[config.mk]
export PLATFORM = sky130hd
export DESIGN_NAME = triangle_span_walker
export DESIGN_NICKNAME = d
export VERILOG_FILES = /design/src/design/tsw_pkg.sv /design/src/design/triangle_span_walker.sv /design/src/design/tsw_sampler.sv
export SDC_FILE = /design/constraint.sdc
export NUM_CORES = 2
export LEC_CHECK = 0
export ABC_CLOCK_PERIOD_IN_PS = 10500
export BUFFER_PORTS_ARGS = -buffer_cell sky130_fd_sc_hd__buf_2
export CORE_MARGIN = 5
export CORE_UTILIZATION = 35
export CTS_BUF_LIST = sky130_fd_sc_hd__clkbuf_8
export DETAILED_ROUTE_END_ITERATION = 6
export GPL_ROUTABILITY_DRIVEN = 0
export SYNTH_ARGS = -nofsm -noshare
export SYNTH_HDL_FRONTEND = slang
export SYNTH_HIERARCHICAL = 1
export SYNTH_SLANG_ARGS = --single-unit
[constraint.sdc]
create_clock -name clk -period 10.5 [get_ports clk]
set_input_delay 1.05 -clock clk [delete_from_list [all_inputs] [get_ports clk]]
set_output_delay 1.05 -clock clk [all_outputs]
set_load 0.005 [all_outputs]
[src/design/tsw_pkg.sv]
// ----------------------------------------------------------------------------
// tsw_pkg
// Shared types, constants and helper functions for the triangle span walker.
// ----------------------------------------------------------------------------
package tsw_pkg;

    localparam logic OP_LOAD = 1'b0;
    localparam logic OP_WALK = 1'b1;

    localparam logic [2:0] REG_CLIP_X_MIN = 3'd0;
    localparam logic [2:0] REG_CLIP_X_MAX = 3'd1;
    localparam logic [2:0] REG_CLIP_Y_MIN = 3'd2;
    localparam logic [2:0] REG_CLIP_Y_MAX = 3'd3;
    localparam logic [2:0] REG_FIELD_MODE = 3'd4;
    localparam logic [2:0] REG_KEEP_ODD   = 3'd5;

    localparam logic [1:0] WORD_HEADER = 2'd0;
    localparam logic [1:0] WORD_LOWER  = 2'd1;
    localparam logic [1:0] WORD_MAJOR  = 2'd2;
    localparam logic [1:0] WORD_UPPER  = 2'd3;

    localparam int MAJOR_BIT = 55;
    localparam logic [27:0] POS_MASK = 28'hffffffe;

    // One edge sample request to the shared sampler.
    typedef struct packed {
        logic [63:0]        word;
        logic signed [15:0] rows;
    } edge_req_t;

    // Edge X at a quarter-row offset, eighth pixels with sticky bit, 15-bit signed.
    function automatic logic signed [14:0] edge_at(input logic [63:0] w,
                                                   input logic signed [15:0] rows);
        logic [27:0] pos;
        logic [27:0] stp;
        logic [27:0] val;
        logic [27:0] rs;
        pos = w[59:32] & POS_MASK;
        stp = w[29:2] & POS_MASK;
        rs  = {{12{rows[15]}}, rows};
        val = pos + 28'(stp * rs);
        return {val[27:14], val[13] | (val[12:0] != 13'd0)};
    endfunction

    function automatic logic signed [15:0] half_floor(input logic signed [15:0] v);
        return v >>> 1;
    endfunction

endpackage

[src/design/triangle_span_walker.sv]
// ----------------------------------------------------------------------------
// triangle_span_walker
// Edge-walking span generator for fill and copy triangles.
// ----------------------------------------------------------------------------
// A load gives no result and leaves busy low. After a walk step is accepted,
// busy stays high while four quarter-row samples pass through the shared
// edge sampler, the last sample is folded and the result is registered. The
// result strobe comes once busy has fallen, when the next item can already be
// accepted. An empty triangle or a finished walk goes straight to the done
// state. One result per step, never stalled. Reset clears the walk state.
module triangle_span_walker
(
    input  logic        clk,
    input  logic        rst_n,
    input  logic        start,
    output logic        busy,
    input  logic        op,
    input  logic [1:0]  word_index,
    input  logic [63:0] command_word,
    input  logic        copy_mode,
    input  logic        cfg_valid,
    output logic        cfg_ready,
    input  logic [2:0]  cfg_index,
    input  logic [11:0] cfg_data,
    output logic        result_valid,
    output logic        span_valid,
    output logic [9:0]  scan_row,
    output logic [9:0]  start_x,
    output logic [9:0]  end_x,
    output logic        copy_span,
    output logic        last_line
);
    import tsw_pkg::*;

    localparam logic [2:0] ST_IDLE = 3'd0;
    localparam logic [2:0] ST_SAMP = 3'd1;
    localparam logic [2:0] ST_FOLD = 3'd2;
    localparam logic [2:0] ST_DONE = 3'd3;

    logic [63:0] store_reg [4];
    logic [11:0] clip_x_min_reg, clip_x_max_reg, clip_y_min_reg, clip_y_max_reg;
    logic        field_mode_reg, keep_odd_reg;
    logic [11:0] line_reg;
    logic        active_reg;
    logic [2:0]  state_reg;
    logic [2:0]  sub_reg;          // number of samples issued
    logic        samp_vld_reg;     // sampler output holds a sample
    logic [1:0]  samp_sub_reg;
    logic        copy_reg, last_reg, skip_reg, early_reg;
    logic [9:0]  row_reg;
    logic        ol_reg, or_reg, any_reg;
    logic signed [16:0] left_reg, right_reg;
    logic        res_vld_reg, res_span_reg;
    logic [9:0]  res_x0_reg, res_x1_reg, res_row_reg;
    logic        res_copy_reg, res_last_reg;

    // Header decode.
    logic               major_on_left;
    logic signed [15:0] top, middle, bottom, origin, first, limit, last_row;
    logic signed [15:0] cl, cr;
    logic               empty;

    assign major_on_left = store_reg[WORD_HEADER][MAJOR_BIT];
    assign top    = 16'(signed'(store_reg[WORD_HEADER][13:0]));
    assign middle = 16'(signed'(store_reg[WORD_HEADER][29:16]));
    assign bottom = 16'(signed'(store_reg[WORD_HEADER][45:32]));
    assign origin = top - 16'(top[1:0]);
    assign first  = (top > signed'({4'd0, clip_y_min_reg})) ? top
                  : signed'({4'd0, clip_y_min_reg});
    assign limit  = (bottom < signed'({4'd0, clip_y_max_reg})) ? bottom
                  : signed'({4'd0, clip_y_max_reg});
    assign cl = signed'({3'd0, clip_x_min_reg, 1'b0});
    assign cr = signed'({3'd0, clip_x_max_reg, 1'b0});
    assign empty = (first >= limit) || (cl > cr);
    assign last_row = (limit - 16'sd1) >>> 2;

    // Sample issue.
    edge_req_t          req_a, req_b;
    logic signed [15:0] row_issue;
    logic signed [14:0] xa, xb;
    logic signed [15:0] row_samp;

    assign row_issue = signed'({2'b0, row_reg, sub_reg[1:0]});
    always_comb
    begin
        req_a.word = store_reg[WORD_MAJOR];
        req_a.rows = row_issue - origin;
        if (middle >= origin && row_issue >= middle)
        begin
            req_b.word = store_reg[WORD_LOWER];
            req_b.rows = row_issue - middle;
        end
        else
        begin
            req_b.word = store_reg[WORD_UPPER];
            req_b.rows = row_issue - origin;
        end
    end

    tsw_sampler u_sampler
    (
        .clk   (clk),
        .req_a (req_a),
        .req_b (req_b),
        .xa    (xa),
        .xb    (xb)
    );

    // Fold one sample into the span.
    logic signed [16:0] l, r, lc, rc, mx, mn;
    logic               cov;
    assign row_samp = signed'({2'b0, row_reg, samp_sub_reg});
    assign l  = major_on_left ? 17'(xa) : 17'(xb);
    assign r  = major_on_left ? 17'(xb) : 17'(xa);
    assign mx = (l > r) ? l : r;
    assign mn = (l < r) ? l : r;
    assign lc = (l < 17'(cl)) ? 17'(cl) : ((l > 17'(cr)) ? 17'(cr) : l);
    assign rc = (r < 17'(cl)) ? 17'(cl) : ((r > 17'(cr)) ? 17'(cr) : r);
    assign cov = !(row_samp < first || row_samp >= limit
                   || half_floor(16'(l)) > half_floor(16'(r)));

    logic signed [16:0] y_start;
    assign y_start = 17'(first >>> 2);

    assign busy = (state_reg != ST_IDLE);
    // A register write never lands in the same cycle as an item transfer.
    assign cfg_ready = (state_reg == ST_IDLE) && !start;

    always_ff @(posedge clk)
    begin
        if (start && !busy && op == OP_LOAD)
            store_reg[word_index] <= command_word;
    end

    always_ff @(posedge clk or negedge rst_n)
    begin
        if (!rst_n)
        begin
            clip_x_min_reg <= 12'd0;
            clip_x_max_reg <= 12'd4095;
            clip_y_min_reg <= 12'd0;
            clip_y_max_reg <= 12'd4095;
            field_mode_reg <= 1'b0;
            keep_odd_reg   <= 1'b0;
            line_reg       <= 12'd0;
            active_reg     <= 1'b0;
            state_reg      <= ST_IDLE;
            sub_reg        <= 3'd0;
            samp_vld_reg   <= 1'b0;
            res_vld_reg    <= 1'b0;
        end
        else
        begin
            res_vld_reg <= 1'b0;
            if (cfg_valid && cfg_ready)
            begin
                case (cfg_index)
                    REG_CLIP_X_MIN: clip_x_min_reg <= cfg_data;
                    REG_CLIP_X_MAX: clip_x_max_reg <= cfg_data;
                    REG_CLIP_Y_MIN: clip_y_min_reg <= cfg_data;
                    REG_CLIP_Y_MAX: clip_y_max_reg <= cfg_data;
                    REG_FIELD_MODE: field_mode_reg <= cfg_data[0];
                    REG_KEEP_ODD:   keep_odd_reg   <= cfg_data[0];
                    default: ;
                endcase
            end
            case (state_reg)
                ST_IDLE:
                begin
                    if (start && op == OP_LOAD)
                        active_reg <= 1'b0;
                    else if (start)
                    begin
                        copy_reg  <= copy_mode;
                        ol_reg    <= 1'b1;
                        or_reg    <= 1'b1;
                        any_reg   <= 1'b0;
                        left_reg  <= 17'sh0ffff;
                        right_reg <= 17'sd0;
                        sub_reg   <= 3'd0;
                        samp_vld_reg <= 1'b0;
                        state_reg <= ST_DONE;
                        early_reg <= 1'b1;
                        skip_reg  <= 1'b1;
                        last_reg  <= 1'b1;
                        row_reg   <= 10'd0;
                        if (!active_reg && !empty)
                        begin
                            early_reg <= 1'b0;
                            row_reg   <= 10'(first >>> 2);
                            if (y_start >= 17'(last_row))
                                active_reg <= 1'b0;
                            else
                            begin
                                active_reg <= 1'b1;
                                line_reg <= 12'(y_start + 17'sd1);
                                last_reg <= 1'b0;
                            end
                            skip_reg <= field_mode_reg && (y_start[0] != keep_odd_reg);
                            state_reg <= ST_SAMP;
                        end
                        else if (active_reg && !(empty
                                 || signed'({5'd0, line_reg}) > 17'(last_row)))
                        begin
                            early_reg <= 1'b0;
                            row_reg   <= line_reg[9:0];
                            if (signed'({5'd0, line_reg}) >= 17'(last_row))
                                active_reg <= 1'b0;
                            else
                            begin
                                line_reg <= line_reg + 12'd1;
                                last_reg <= 1'b0;
                            end
                            skip_reg <= field_mode_reg && (line_reg[0] != keep_odd_reg);
                            state_reg <= ST_SAMP;
                        end
                        else
                            active_reg <= 1'b0;
                    end
                end
                ST_SAMP, ST_FOLD:
                begin
                    samp_sub_reg <= sub_reg[1:0];
                    samp_vld_reg <= (state_reg == ST_SAMP);
                    if (state_reg == ST_SAMP)
                    begin
                        sub_reg <= sub_reg + 3'd1;
                        if (sub_reg == 3'd3)
                            state_reg <= ST_FOLD;
                    end
                    else
                        state_reg <= ST_DONE;
                    if (samp_vld_reg)
                    begin
                        ol_reg <= ol_reg && (mx < 17'(cl));
                        or_reg <= or_reg && (mn >= 17'(cr));
                        if (cov)
                        begin
                            any_reg <= 1'b1;
                            if (lc < left_reg)
                                left_reg <= lc;
                            if (rc > right_reg)
                                right_reg <= rc;
                        end
                    end
                end
                ST_DONE:
                begin
                    state_reg <= ST_IDLE;
                    res_vld_reg <= 1'b1;
                end
                default: state_reg <= ST_IDLE;
            endcase
        end
    end

    logic span_ok;
    assign span_ok = !early_reg && !skip_reg && any_reg && !ol_reg && !or_reg;

    always_ff @(posedge clk)
    begin
        if (state_reg == ST_DONE)
        begin
            res_span_reg <= span_ok;
            res_row_reg  <= early_reg ? 10'd0 : row_reg;
            res_x0_reg   <= span_ok ? left_reg[12:3] : 10'd0;
            res_x1_reg   <= span_ok ? right_reg[12:3] : 10'd0;
            res_copy_reg <= copy_reg;
            res_last_reg <= last_reg;
        end
    end

    assign result_valid = res_vld_reg;
    assign span_valid   = res_span_reg;
    assign scan_row     = res_row_reg;
    assign start_x      = res_x0_reg;
    assign end_x        = res_x1_reg;
    assign copy_span    = res_copy_reg;
    assign last_line    = res_last_reg;
endmodule

[src/design/tsw_sampler.sv]
// ----------------------------------------------------------------------------
// tsw_sampler
// Shared edge sampler: both edges of a request pair evaluated, result registered.
// ----------------------------------------------------------------------------
module tsw_sampler
(
    input  logic                       clk,
    input  tsw_pkg::edge_req_t         req_a,
    input  tsw_pkg::edge_req_t         req_b,
    output logic signed [14:0]         xa,
    output logic signed [14:0]         xb
);
    import tsw_pkg::*;

    logic signed [14:0] xa_reg;
    logic signed [14:0] xb_reg;

    always_ff @(posedge clk)
    begin
        xa_reg <= edge_at(req_a.word, req_a.rows);
        xb_reg <= edge_at(req_b.word, req_b.rows);
    end

    assign xa = xa_reg;
    assign xb = xb_reg;
endmodule

---- After elaboration in Yosys (flattened, before gate mapping) ----
Memories as Yosys holds them, arrays and structs flattened.
Cells that the tools add are included.
word-level totals
  register bits after elaboration ......... 187
  bits in writable memories ............... 256
  input bits .............................. 87
  output and inout port bits .............. 36
  memories ................................ 1
cells by class
  $add $sub $neg .......................... 9
  multiply operators ...................... 2
  order comparisons ....................... 22
  equal/unequal tests ..................... 22
  multiplexer cells ....................... 68
  bitwise gates (word level) .............. 4
  reductions and logical operators ........ 55
memories
  memory     words  width  rd ports  clocked after Yosys merged registers in  wr ports  RTL line                    source
  store_reg  4      64     4         0                                        1         triangle_span_walker.sv:40  logic [63:0] store_reg [4];
operators by type and width
  kind                                                                   count
  17-bit 2-to-1 mux                                                      18
  76-bit 2-to-1 mux                                                      1
  17-bit one-hot mux with 2 select lines                                 2
  28-bit adder                                                           2
  27-bit by 28-bit multiplier with 27-bit output                         2
  17-bit by 14-bit less-than comparator with 1-bit output                3
  12-bit 2-to-1 mux                                                      4
  17-bit by 14-bit greater-than comparator with 1-bit output             2
  17-bit greater-than comparator                                         2
  17-bit less-than comparator                                            2
  16-bit 2-to-1 mux                                                      2
  13-bit by 14-bit greater-or-equal comparator with 1-bit output         2
  13-bit nonzero test                                                    2
  1-bit 2-to-1 mux                                                       24
  3-bit 2-to-1 mux                                                       7
  10-bit 2-to-1 mux                                                      2
  2-bit != test (second input constant)                                  9
  17-bit by 14-bit greater-or-equal comparator with 1-bit output         1
  13-bit by 16-bit greater-or-equal comparator with 1-bit output         1
  16-bit greater-or-equal comparator                                     1
  1-bit logical AND                                                      16
  13-bit by 16-bit less-than comparator with 1-bit output                1
  13-bit by 15-bit subtractor with 16-bit output                         1
  16-bit by 2-bit subtractor with 16-bit output (second input constant)  1
  35 further kinds                                                       74

---- Longest topological paths before layout ----
An unclocked memory read counts as a cell.
  depth in word-level cells ............... 13
  gate-level depth with buffers ........... 46
  mapped depth without buffers ............ 42

---- Cells and area by module ----
Netlist, hierarchy kept.
by module, submodules not included
  module                times used  cells each  area an instance (sq um)
  tsw_sampler           1           2744        23895.4
  triangle_span_walker  1           2002        23246.0

---- Least setup slack after synthesis ----
OpenSTA, ideal clock, no wires.
  path kind ............................... reg2reg
  start point ............................. register sub_reg[1]
  end point ............................... register u_sampler.xb_reg[13] (netlist: u_sampler/xb[13])
  data arrival time ....................... 9.630 ns
  setup slack ............................. 0.775 ns
  stages on the path, launching flop included .. 40
  path buffers ............................ 3
  period minus slack after synthesis ...... 9.725 ns
  cells stage by stage .................... dfrtp_1 -> ha_1 -> nor2b_1 -> o21ai_0 -> a21oi_1 -> o21ai_0 -> a21oi_1 -> o2111a_1 -> o31ai_1 -> a21oi_1 -> o221ai_1 -> buf_2 -> buf_1 -> nand2_1 -> o31ai_1 -> clkbuf_1 -> nand2_1 -> inv_1 -> [4 not listed] -> fa_1 -> fa_1 -> inv_1 -> fa_1 -> inv_1 -> fa_1 -> inv_1 -> ha_1 -> a211o_1 -> nor4_1 -> nor2_1 -> xor2_1 -> ha_1 -> and3_1 -> a21boi_1 -> o41ai_1 -> nand3_1 -> o311ai_1
RTL lines
  element                 RTL line                     source
  from (decl)             triangle_span_walker.sv:46   logic [2:0] sub_reg;
  from (signal assigned)  triangle_span_walker.sv:227  sub_reg <= sub_reg + 3'd1;
  to (signal assigned)    tsw_sampler.sv:21            xb_reg <= edge_at(req_b.word, req_b.rows);
  to (decl)               tsw_sampler.sv:16            logic signed [14:0] xb_reg;

==> impl_results.html <==
<table>
<tr><th>Metric</th><th>Value</th></tr>
<tr><th colspan="2">Run status</th></tr>
<tr><td>Outcome</td><td>completed</td></tr>
<tr><th colspan="2">Clocking</th></tr>
<tr><td>Maximum buffer depth of the clock tree</td><td>3</td></tr>
<tr><td>Cell chosen for the clock root</td><td>sky130_fd_sc_hd__clkbuf_8</td></tr>
<tr><td>Clock transition time at the flip-flop clock pins of the worst setup and hold paths</td><td>~0.06 ns</td></tr>
<tr><td>Skew-Pair Late Insertion Delay</td><td>between 0.7 and 0.8 ns</td></tr>
<tr><td>Number of buffers inserted during clock tree synthesis</td><td>between 70 and 80</td></tr>
<tr><td>Num Clock Sinks</td><td>388</td></tr>
<tr><td>CTS tree</td><td>yes</td></tr>
<tr><td>H-tree lvl count</td><td>3</td></tr>
<tr><th colspan="2">Routing</th></tr>
<tr><td>Total wirelength of the detailed-routed design</td><td>between 100,000 and 150,000 um</td></tr>
<tr><td>Post-detailed-route count of antenna-violating nets</td><td>0</td></tr>
<tr><td>Highest metal layer with signal wires</td><td>met5</td></tr>
<tr><td>Ratio of routed vias to standard cells</td><td>~5.0</td></tr>
<tr><td>Remaining routing DRC violations</td><td>0</td></tr>
<tr><td>Met3 Wirelength</td><td>between 7000 and 8000 um</td></tr>
<tr><td>Routed metal-1 wire length</td><td>57,000 um</td></tr>
<tr><td>Number of optimization iterations in the first detailed-route pass</td><td>5</td></tr>
<tr><td>Wirelength per Cell</td><td>slightly below 20 um</td></tr>
<tr><td>Total vias in the final route</td><td>~33,000</td></tr>
<tr><td>Met2 wire length</td><td>61,500 um</td></tr>
<tr><td>Number of DRC violations after detailed-routing iteration 0</td><td>~1,800</td></tr>
<tr><th colspan="2">Finish</th></tr>
<tr><td>Area growth from synthesis to final layout</td><td>10.9%</td></tr>
<tr><td>Flip-flop count of the largest register, all copies and words added</td><td>about 210</td></tr>
<tr><td>Post-route cell area</td><td>roughly 0.051 sq mm</td></tr>
<tr><td>Ratio of cells with drive above 1 in the final layout</td><td>0.118</td></tr>
<tr><td>Final net count</td><td>just under 6,000</td></tr>
<tr><td>Number of fillers in the final layout</td><td>12,900</td></tr>
<tr><th colspan="2">Global routing</th></tr>
<tr><td>Vias in the first global route</td><td>around 34,000</td></tr>
<tr><td>Wire length of the first global-routing pass</td><td>201,000 um</td></tr>
<tr><td>Pin count of the biggest net entering global routing</td><td>55</td></tr>
<tr><td>Initial antenna violation count</td><td>14</td></tr>
<tr><td>Sum of overflow across all layers after global routing</td><td>0</td></tr>
<tr><td>Global-route total usage across every layer</td><td>0.184</td></tr>
<tr><th colspan="2">Flow run</th></tr>
<tr><td>Total of max-cap violations</td><td>0</td></tr>
<tr><th colspan="2">Critical path</th></tr>
<tr><td>Worst setup EP type</td><td>flip-flop</td></tr>
<tr><td>Arrival time reported for the critical path endpoint</td><td>between 10 and 15 ns</td></tr>
<tr><td>Startpoint type of the worst setup path</td><td>flip-flop</td></tr>
<tr><td>Worst endpoint required time</td><td>about 11 ns</td></tr>
<tr><td>Largest driver fanout on the critical path</td><td>12</td></tr>
<tr><td>Worst r2r path cells</td><td>42</td></tr>
<tr><td>Slowest-stage cell, CP</td><td>sky130_fd_sc_hd__fa_1</td></tr>
<tr><td>Worst path max stage delay</td><td>between 0.5 and 0.6 ns</td></tr>
<tr><td>Cell repeated most along the worst path</td><td>sky130_fd_sc_hd__fa_1</td></tr>
<tr><td>Type of the worst setup path</td><td>flip-flop to flip-flop</td></tr>
<tr><th colspan="2">Floorplan</th></tr>
<tr><td>Row cnt</td><td>133</td></tr>
<tr><td>Die footprint</td><td>between 0.1 and 0.15 sq mm</td></tr>
<tr><td>Core Area</td><td>roughly 0.13 sq mm</td></tr>
<tr><td>Die extent in x</td><td>373 um</td></tr>
<tr><td>Die boundary height</td><td>about 370 um</td></tr>
<tr><td>Io pins</td><td>approximately 120</td></tr>
<tr><td>Initial core utilization</td><td>0.351</td></tr>
<tr><th colspan="2">STA</th></tr>
<tr><td>Final worst path period share</td><td>0.960</td></tr>
<tr><td>Final critical delay including setup and external delays</td><td>around 10 ns</td></tr>
<tr><td>Worst-case hold slack</td><td>0.179 ns</td></tr>
<tr><td>Worst-case headroom to the max-slew limit</td><td>0.199</td></tr>
<tr><td>Total count of max-transition violations in the final report</td><td>0</td></tr>
<tr><td>Tightest Pin Transition</td><td>around 1.2 ns</td></tr>
<tr><td>Final Setup Violations</td><td>0</td></tr>
<tr><td>Fin Clk Skew</td><td>0.0552 ns</td></tr>
<tr><td>Hold violation count in the final report</td><td>0</td></tr>
<tr><td>Max Fclk</td><td>around 99 MHz</td></tr>
<tr><th colspan="2">Place</th></tr>
<tr><td>Post-placement cell area</td><td>0.0491 sq mm</td></tr>
<tr><td>Quantity of I/O buffers inserted on ports</td><td>about 120</td></tr>
<tr><td>Detailed placer's ending HPWL</td><td>around 100,000 um</td></tr>
<tr><th colspan="2">Yosys</th></tr>
<tr><td>Syn. warnings</td><td>6</td></tr>
<tr><td>Cell area after synthesis</td><td>0.0461 sq mm</td></tr>
<tr><td>Post-Syn Area per Cell</td><td>~9.8 sq um</td></tr>
<tr><td>Synthesized netlist cell count</td><td>4,706</td></tr>
<tr><th colspan="2">Hold path</th></tr>
<tr><td>Hold/Removal Path Class</td><td>primary input to asynchronous set/reset pin</td></tr>
</table>
==> metal layers <==
| layer | up-vias | GRT usage |
|---|---|---|
| li1 | 15700 | - |
| met4 | 2 | 0.0669 |
| met3 | 211 | 0.0280 |
| met1 | 16600 | 0.241 |
| met2 | 915 | 0.310 |
| met5 | - | 0 |
==> stage by stage <==
stage          utilization  cells  TNS, ns  setup slack (ns)
6_report             0.390   6683        0             0.423
5_1_grt              0.390   6674  -0.0718           -0.0290
4_1_cts              0.386   6657        0          0.000463
3_5_place_dp         0.374   6520        0            0.0442
3_3_place_gp         0.374   6520        0             0.137
2_1_floorplan            -   4717        0             0.790
==> cell usage in the layout, fill, tap and decap left out, drive strengths merged, types with 10 or more instances in the layout <==
cell type and count:
buf 210, o211ai 17, a31oi 15, a2111oi 10, mux2 135, o21bai 18
clkinv 15, nand4 41, dfxtp 30, a211oi 20, a21boi 13, edfxtp 288
ha 492, and3 14, a21o 66, and2 336, nor2b 42, o31ai 32
conb 12, clkbuf 90, xor2 56, mux2i 57, diode 10, dfrtp 46
o21ai 141, nor2 147, a21oi 159, nand2b 37, nand2 469, nor3 42
o21a 53, inv 889, fa 523, nand3 52, xnor2 144, nor4 22
dfstp 24, o22ai 10
==> what timing repair did <==
action | 4_1_cts | 5_1_grt
hold buffers | 0 | 0
endpoints found under the setup margin | 0 | 13
setup buffers | 0 | 15
gates resized for setup | 0 | 57
==> critical path, delay by kind of cell, from the launching register on <==
kind	cells	cell delay, ns
flops	1	0.51
buf+inv	7	0.62
simple gates	3	0.40
xor+xnor	2	0.28
fa+ha+maj	10	4.06
compound gates	19	3.69
mux	1	0.37
==> final timing paths <==
kind / end / slack, ns / start
min reg2reg: copy_span / 0.42 / copy_reg
max reg2reg: u_sampler/xb[14] / 0.42 / store_reg[0][2]
max in group asynchronous: sub_reg[0] / 9.34 / rst_n
max: u_sampler/xb[14] / 0.42 / store_reg[0][2]
min: result_valid / 0.18 / rst_n
min in group clk: copy_span / 0.42 / copy_reg
==> layout make-up <==
class,count,area (sq um),area share
Clock buffer,89,1220,0.0239
Clock inverter,48,454,0.00887
Multi-Input combinational cell,3316,31600,0.618
Antenna cell,10,25.0,0.000489
Tap cell,1755,2200,0.0429
Sequential cell,388,11000,0.216
Inverter,866,3250,0.0635
Timing Repair Buffer,211,1350,0.0264
Power is left out: the tool's default activity adds up to more than one toggle a clock period on the data nets, which glitch-free logic cannot reach.
